`src/rtl/tlec_pkg.sv`:
```
`default_nettype none
package tlec_pkg;

  localparam int DEF_L1_LINES  = 256;
  localparam int DEF_L2_LINES  = 1024;
  localparam int DEF_ADDR_BITS = 32;

  // Widest set number that the 4-bit index registers can produce.
  localparam int SET_W      = 15;
  localparam int CFG_IDX_W  = 3;
  localparam int CFG_DATA_W = 11;

  localparam logic [CFG_IDX_W-1:0] CFG_OFFSET_BITS   = 3'd0;
  localparam logic [CFG_IDX_W-1:0] CFG_L1_INDEX_BITS = 3'd1;
  localparam logic [CFG_IDX_W-1:0] CFG_L1_WAYS       = 3'd2;
  localparam logic [CFG_IDX_W-1:0] CFG_L2_INDEX_BITS = 3'd3;
  localparam logic [CFG_IDX_W-1:0] CFG_L2_WAYS       = 3'd4;

  localparam logic FUNC_READ  = 1'b0;
  localparam logic FUNC_WRITE = 1'b1;

  localparam logic [1:0] L1_RD_HIT  = 2'd0;
  localparam logic [1:0] L1_RD_MISS = 2'd1;
  localparam logic [1:0] L1_WR_HIT  = 2'd2;
  localparam logic [1:0] L1_WR_MISS = 2'd3;

  localparam logic [2:0] L2_NONE    = 3'd0;
  localparam logic [2:0] L2_RD_HIT  = 3'd1;
  localparam logic [2:0] L2_RD_MISS = 3'd2;
  localparam logic [2:0] L2_WR_HIT  = 3'd3;
  localparam logic [2:0] L2_WR_MISS = 3'd4;

  typedef struct packed {
    logic        func;
    logic [31:0] addr;
  } in_t;

  typedef struct packed {
    logic [1:0] l1_status;
    logic [2:0] l2_status;
    logic       mem_status;
  } out_t;

  typedef struct packed {
    logic       clr;
    logic       load;
    logic       split;
    logic       lvl;
    logic       divq;
    logic       divr;
    logic       mul;
    logic       scan;
    logic       wr_hit1;
    logic       wr_hit2;
    logic       inv2;
    logic       fill1;
    logic       fill2;
    logic       ptr_wr;
    logic       repl1;
    logic       repl2;
    logic       res_we;
    logic [1:0] s1;
    logic [2:0] s2;
    logic       mem;
  } cmd_t;

  typedef struct packed {
    logic clr_last;
    logic div_busy;
    logic scan_busy;
    logic func;
    logic hit1;
    logic free1;
    logic hit2;
    logic free2;
  } sts_t;

endpackage
`default_nettype wire

```
`src/rtl/tlec_ctrl.sv`:
```
`default_nettype none
module tlec_ctrl
  import tlec_pkg::*;
(
  input  wire logic clk,
  input  wire logic rst_n,
  input  wire logic in_valid,
  output logic      in_stall,
  output logic      out_valid,
  input  wire logic out_stall,
  input  wire sts_t sts,
  output cmd_t      cmd
);

  localparam logic [3:0] S_CLR   = 4'd0;
  localparam logic [3:0] S_IDLE  = 4'd1;
  localparam logic [3:0] S_SPLIT = 4'd2;
  localparam logic [3:0] S_LQ    = 4'd3;
  localparam logic [3:0] S_LQW   = 4'd4;
  localparam logic [3:0] S_LR    = 4'd5;
  localparam logic [3:0] S_LRW   = 4'd6;
  localparam logic [3:0] S_LM    = 4'd7;
  localparam logic [3:0] S_SCAN  = 4'd8;
  localparam logic [3:0] S_SCANW = 4'd9;
  localparam logic [3:0] S_DEC   = 4'd10;
  localparam logic [3:0] S_PTRR  = 4'd11;
  localparam logic [3:0] S_PTRW  = 4'd12;
  localparam logic [3:0] S_REPL  = 4'd13;
  localparam logic [3:0] S_OUT   = 4'd14;

  // Phase of the transaction: which lookup the shared locate and scan
  // hardware is working on.
  localparam logic [2:0] PH_A1 = 3'd0;
  localparam logic [2:0] PH_A2 = 3'd1;
  localparam logic [2:0] PH_S1 = 3'd2;
  localparam logic [2:0] PH_S2 = 3'd3;
  localparam logic [2:0] PH_V  = 3'd4;
  localparam logic [2:0] PH_SV = 3'd5;

  logic [3:0] state_r, state_nxt;
  logic [2:0] phase_r, phase_nxt;
  logic       lvl_ls;
  logic       lvl_ptr;

  assign lvl_ls  = !(phase_r == PH_A1 || phase_r == PH_S1);
  assign lvl_ptr = phase_r == PH_SV;

  always_comb begin
    cmd       = '0;
    state_nxt = state_r;
    phase_nxt = phase_r;
    unique case (state_r)
      S_CLR: begin
        cmd.clr = 1'b1;
        if (sts.clr_last) state_nxt = S_IDLE;
      end
      S_IDLE: begin
        if (in_valid) begin
          cmd.load  = 1'b1;
          state_nxt = S_SPLIT;
        end
      end
      S_SPLIT: begin
        cmd.split = 1'b1;
        phase_nxt = PH_A1;
        state_nxt = S_LQ;
      end
      S_LQ: begin
        cmd.lvl   = lvl_ls;
        cmd.divq  = 1'b1;
        state_nxt = S_LQW;
      end
      S_LQW: begin
        cmd.lvl = lvl_ls;
        if (!sts.div_busy) state_nxt = S_LR;
      end
      S_LR: begin
        cmd.lvl   = lvl_ls;
        cmd.divr  = 1'b1;
        state_nxt = S_LRW;
      end
      S_LRW: begin
        cmd.lvl = lvl_ls;
        if (!sts.div_busy) state_nxt = S_LM;
      end
      S_LM: begin
        cmd.lvl = lvl_ls;
        cmd.mul = 1'b1;
        if (phase_r == PH_A1) begin
          phase_nxt = PH_A2;
          state_nxt = S_LQ;
        end else if (phase_r == PH_A2) begin
          phase_nxt = PH_S1;
          state_nxt = S_SCAN;
        end else begin
          phase_nxt = PH_SV;
          state_nxt = S_SCAN;
        end
      end
      S_SCAN: begin
        cmd.lvl   = lvl_ls;
        cmd.scan  = 1'b1;
        state_nxt = S_SCANW;
      end
      S_SCANW: begin
        if (!sts.scan_busy) state_nxt = S_DEC;
      end
      S_DEC: begin
        if (phase_r == PH_S1) begin
          if (sts.hit1) begin
            cmd.res_we  = 1'b1;
            cmd.s1      = (sts.func == FUNC_WRITE) ? L1_WR_HIT : L1_RD_HIT;
            cmd.s2      = L2_NONE;
            cmd.wr_hit1 = sts.func == FUNC_WRITE;
            state_nxt   = S_OUT;
          end else begin
            phase_nxt = PH_S2;
            state_nxt = S_SCAN;
          end
        end else if (phase_r == PH_S2) begin
          cmd.res_we = 1'b1;
          if (sts.func == FUNC_WRITE) begin
            cmd.s1      = L1_WR_MISS;
            cmd.s2      = sts.hit2 ? L2_WR_HIT : L2_WR_MISS;
            cmd.mem     = !sts.hit2;
            cmd.wr_hit2 = sts.hit2;
            state_nxt   = S_OUT;
          end else begin
            cmd.s1   = L1_RD_MISS;
            cmd.s2   = sts.hit2 ? L2_RD_HIT : L2_RD_MISS;
            cmd.inv2 = sts.hit2;
            if (sts.free1) begin
              cmd.fill1 = 1'b1;
              state_nxt = S_OUT;
            end else begin
              state_nxt = S_PTRR;
            end
          end
        end else begin
          if (sts.free2) begin
            cmd.fill2 = 1'b1;
            state_nxt = S_OUT;
          end else begin
            state_nxt = S_PTRR;
          end
        end
      end
      S_PTRR: begin
        cmd.lvl   = lvl_ptr;
        state_nxt = S_PTRW;
      end
      S_PTRW: begin
        cmd.lvl    = lvl_ptr;
        cmd.ptr_wr = 1'b1;
        state_nxt  = S_REPL;
      end
      S_REPL: begin
        cmd.lvl = lvl_ptr;
        if (lvl_ptr) begin
          cmd.repl2 = 1'b1;
          state_nxt = S_OUT;
        end else begin
          cmd.repl1 = 1'b1;
          phase_nxt = PH_V;
          state_nxt = S_LQ;
        end
      end
      S_OUT: begin
        if (!out_stall) state_nxt = S_IDLE;
      end
      default: begin
        state_nxt = S_CLR;
      end
    endcase
  end

  always_ff @(posedge clk) begin
    if (!rst_n) begin
      state_r <= S_CLR;
      phase_r <= PH_A1;
    end else begin
      state_r <= state_nxt;
      phase_r <= phase_nxt;
    end
  end

  assign in_stall  = state_r != S_IDLE;
  assign out_valid = state_r == S_OUT;

endmodule
`default_nettype wire

```
`config.mk`:
```
export PLATFORM = sky130hd
export DESIGN_NAME = tlec_ctrl
export DESIGN_NICKNAME = d
export VERILOG_FILES = /design/src/rtl/tlec_pkg.sv /design/src/rtl/tlec_ctrl.sv
export SDC_FILE = /design/constraint.sdc
export NUM_CORES = 1
export LEC_CHECK = 0
export ABC_AREA = 1
export BUFFER_PORTS_ARGS = -buffer_cell sky130_fd_sc_hd__buf_2
export CAP_MARGIN = 20
export CORE_ASPECT_RATIO = 0.8
export CORE_MARGIN = 2
export CORE_UTILIZATION = 35
export DETAILED_ROUTE_END_ITERATION = 16
export PLACE_DENSITY = 0.63
export SLEW_MARGIN = 20
export SYNTH_ARGS = -nofsm -noshare
export SYNTH_HDL_FRONTEND = slang
export SYNTH_SLANG_ARGS = --single-unit
```
`constraint.sdc`:
```
create_clock -name clk -period 2.3 [get_ports clk]
set_input_delay 0.115 -clock clk [delete_from_list [all_inputs] [get_ports clk]]
set_output_delay 0.115 -clock clk [all_outputs]
set_load 0.01 [all_outputs]
```
Yosys cells after proc, flatten, opt, wreduce, memory -nomap -nowiden
Index checks and enable logic that the tools add are counted.
Widths: inputs -> output; s select.
- output and inout bits: 25
- register bits: 7
- reduce and logical (&&, ||, !) cells: 10
- muxes and demuxes: 54
- equality and inequality tests: 28
- operators by type and width (operator ; count):
    $pmux 4 s15 ; 1
    $mux 4 ; 12
    $mux 3 ; 10
    $eq 4x4->1 const B ; 7
    $mux 1 ; 19
    $ne 2x2->1 const B ; 9
    $eq 4x3->1 const B ; 4
    $mux 7 ; 2
    $mux 6 ; 2
    $pmux 3 s4 ; 1
    $mux 5 ; 2
    $eq 4x2->1 const B ; 2
    $mux 2 ; 4
    $eq 3x2->1 const B ; 2
    $reduce_and 6->1 ; 1
    $reduce_or 6->1 ; 1
    $eq 4x1->1 const B ; 1
    $logic_not 4->1 ; 1
    $ne 4x1->1 const B ; 1
    $reduce_and 4->1 ; 1
    $reduce_bool 4->1 ; 1
    $eq 3x1->1 const B ; 1
    $eq 3x3->1 const B ; 1
    $logic_not 3->1 ; 1
    4 further kinds ; 5

Depth between registers and ports, before layout
- word-level depth: 5
- mapped depth: 11

Least setup slack after synthesis
Ideal clock, no wire load.
- kind: register to output
- start: register phase_r[0]
- end: output cmd[3] (netlist name)
- cell stages (with the launch flop): 8
- data arrival time: 1.432 ns
- data required time: 2.185 ns
- buffers on the path: 1
- slack: 0.753 ns
- cells stage by stage: dfxtp_1 > inv_1 > nor2_1 > inv_1 > nor2_1 > inv_1 > nor2_1 > buf_4
- RTL lines (element ; line ; source):
    start, declared ; tlec_ctrl.sv:41 ; logic [2:0] phase_r, phase_nxt;
    start signal, assigned ; tlec_ctrl.sv:183 ; phase_r <= phase_nxt;
    end, declared ; tlec_ctrl.sv:12 ; output cmd_t cmd

==> impl_metrics.env <==
export IMPL_status="finished, violations left"
export IMPL_violations="DRC"
export IMPL_drtAntennaViolNets=0
export IMPL_grt_pass1_vias=823
export IMPL_numPortBuffers=36
export IMPL_grt_start_max_net_pins=9
export IMPL_coreArea_um2=2210
export IMPL_clkTransAtPathRegs_ns=0.05
export IMPL_hold_start="rst_n"
export IMPL_yosys_warnings=0
export IMPL_min_period_over_period=0.760
export IMPL_syn_nets=175
export IMPL_fp_dieW_um=58.7
export IMPL_worst_pin_slew_ns=0.287
export IMPL_dieArea_um2=2800
export IMPL_groute_usage_overall=0.161
export IMPL_synth_adder_area_share=0.0448
export IMPL_initial_core_util=0.378
export IMPL_synth_top_cell_area_share=0.175
export IMPL_multiInputGateArea_um2=566
export IMPL_grt_overflow=0
export IMPL_routed_via_density=4.71
export IMPL_critPathKind="reg2out"
export IMPL_drc_errors=2
export IMPL_cp_arrival_ns=1.63
export IMPL_drt_met1_wl_um=1190
export IMPL_seq_area_um2=140
export IMPL_post_dp_hpwl_um=1970
export IMPL_startpoint_type="flop"
export IMPL_met2RoutedLength_um=971
export IMPL_ys_ff_latch=7
export IMPL_final_nets=214
export IMPL_vias=1051
export IMPL_rsz0062_at_grt="false"
export IMPL_fill_cells=255
export IMPL_netlist_top_cells_area="nand2_1, nor2_1, dfxtp_1"
export IMPL_fin_tns_setup_ns=0
export IMPL_required_ns=2.18
export IMPL_rr_worst_depth=9
export IMPL_post_cts_resized=0
export IMPL_antenna_found_initial=0
export IMPL_syn_to_final_growth_pct=26.6
export IMPL_holdCritPathClass="in2reg"
export IMPL_numCtsBuffers=3
export IMPL_maxUsedRoutingLayer="met4"
export IMPL_final_max_slew_viol_count=0
export IMPL_maxSlewHeadroom=0.807
export IMPL_hold_viol_final=0
export IMPL_post_cts_setup_buffers=0
export IMPL_synthMuxAreaShare=0
export IMPL_synth_xor_xnor_area_share=0
export IMPL_syn_inst=160
export IMPL_fin_worst_skew_ns=0.00520
export IMPL_r2r_start="state_r[1]"
export IMPL_synth_simple_area_share=0.508
export IMPL_synth_compound_gate_area_share=0.123
export IMPL_wl_per_cell_um=10.1
export IMPL_die_y_um=47.7
export IMPL_first_pass_iters=10
export IMPL_hold_end="phase_r[1]"
export IMPL_leakage_uw=0.000632
export IMPL_clockBufferDepth=2
export IMPL_antenna_diode_count=0
export IMPL_crit_fanout=7
export IMPL_design_power_total_uw=503
export IMPL_clockRootBuffer="clkbuf_4"
export IMPL_synth_top_family_by_area="simple AND/OR/NAND/NOR gates"
export IMPL_drt_wl_total_um=2250
export IMPL_powerDensity_nw_per_um2=475
export IMPL_min_period_ns=1.75
export IMPL_grt_first_pass_wirelength_um=3450
export IMPL_holdBufCountCts=0
export IMPL_reg2reg_slack_ns=0.89
export IMPL_synth_area_per_cell_um2=5.23
export IMPL_ioPinCount=37
export IMPL_peakVddDrop_v=0.000313
export IMPL_setup_violations=0
export IMPL_cts_tree="done"
export IMPL_cts_sinks=7
export IMPL_maxCapViolations=0
export IMPL_yosysSeqAreaShare=0.167
export IMPL_synth_top_area_cell="nand2_1"
export IMPL_r2r_end="phase_r[1]"
export IMPL_holdPathStages=3
export IMPL_cts_htree_levels=1
export IMPL_detail_route_iter0_violations=54
export IMPL_clk_latency_ns=0.25
export IMPL_drive_above_1_share=0.263
export IMPL_fmax_mhz=572
export IMPL_wl_met3_um=86
export IMPL_num_rows=15
export IMPL_syn_area_um2=837
export IMPL_synthDistinctLibCells=21
export IMPL_cp_end_kind="output pin"
export IMPL_gp_congestion=0.848
[layout make-up]
class,instances,area share
Tap cell,25,0.0295
Timing Repair Buffer,36,0.170
Sequential cell,7,0.132
Clock buffer,4,0.0248
Multi-Input combinational cell,120,0.534
Inverter,31,0.110
[layout by cell type (no fill, tap or decap)]
cell type  instances
o21ai_0            6
nand3b_1           1
inv_2              3
o21ai_2            1
o221ai_1           1
nor4_1             1
o21bai_1           1
nand2_2            5
nor2_4             2
dfxtp_1            7
clkbuf_1           1
nor3_1             2
nand4_1            2
buf_2             36
nand2_1           39
ha_1               3
nand3_1            6
a21oi_1            7
a31oi_1            2
nor2_1            39
inv_1             28
nor2_2             2
clkbuf_4           3
[worst max-delay path, cell delays in order, from the launching register on]
cell      delay (ns)
dfxtp_1         0.43
inv_1           0.11
nor2_1          0.23
inv_1           0.09
nor2_1          0.13
inv_1           0.12
o21bai_1        0.14
buf_2           0.14
[power by group]
group / switching [uW] / leakage [uW] / total [uW] / internal [uW]
registers: 24.6 / 0.0000571 / 165 / 140
clock network: 42.0 / 0.0000150 / 108 / 66.0
logic: 149 / 0.000560 / 230 / 81.6
total: 215 / 0.000632 / 503 / 288
[flip-flops by register name, summed over array words and instances (netlist names)]
signal / cells
state_r: 4
phase_r: 3
[how the worst max path moves through the flow]
stage | startpoint | endpoint | slack (ns) | cells past startpoint
after floorplan | phase_r[0] | cmd[3] | 0.75 | 7
after global placement | state_r[1] | cmd[5] | 0.82 | 7
after detailed placement | phase_r[0] | cmd[5] | 0.81 | 7
after CTS | phase_r[0] | cmd[5] | 0.54 | 7
after global routing | phase_r[0] | cmd[5] | 0.33 | 7
final | phase_r[0] | cmd[5] | 0.55 | 7
[cell usage after synthesis]
master / number
o21bai_1: 1
nor3_1: 2
nor4_1: 1
nor2_2: 2
o221ai_1: 1
o21ai_0: 6
a21oi_1: 7
a31oi_1: 2
buf_4: 2
nand3b_1: 1
o21ai_2: 1
nand2_1: 39
nand3_1: 6
nor2_4: 2
ha_1: 3
inv_1: 28
nand4_1: 2
nor2_1: 39
nand2_2: 5
dfxtp_1: 7
inv_2: 3
[metal layers]
layer,vias up,global-route usage
li1,572,-
met1,455,0.230
met2,22,0.258
met3,2,0.0324
met4,0,0.0273
met5,-,0
[cells by family after synthesis]
kind of cell,count (synthesis)
buffers and inverters,33
adder cells (fa/ha/maj),3
flip-flops,7
AO/OA/AOI/OAI,18
AND/OR/NAND/NOR,99
[through the flow]
| step | setup slack (ns) | cells | area [um2] | hold WS (ns) | util |
|---|---|---|---|---|---|
| 4_1_cts | 0.541 | 223 | 1060 | 0.119 | 0.479 |
| 3_3_place_gp | 0.822 | 219 | 1030 | 0.378 | 0.467 |
| 5_1_grt | 0.335 | 223 | 1060 | 0.120 | 0.479 |
| 2_1_floorplan | 0.753 | 160 | 837 | 0.235 | - |
| 3_5_place_dp | 0.807 | 219 | 1030 | 0.383 | 0.467 |
| 6_report | 0.552 | 223 | 1060 | 0.126 | 0.479 |
No activity file was read; power rests on OpenSTA's default activity.
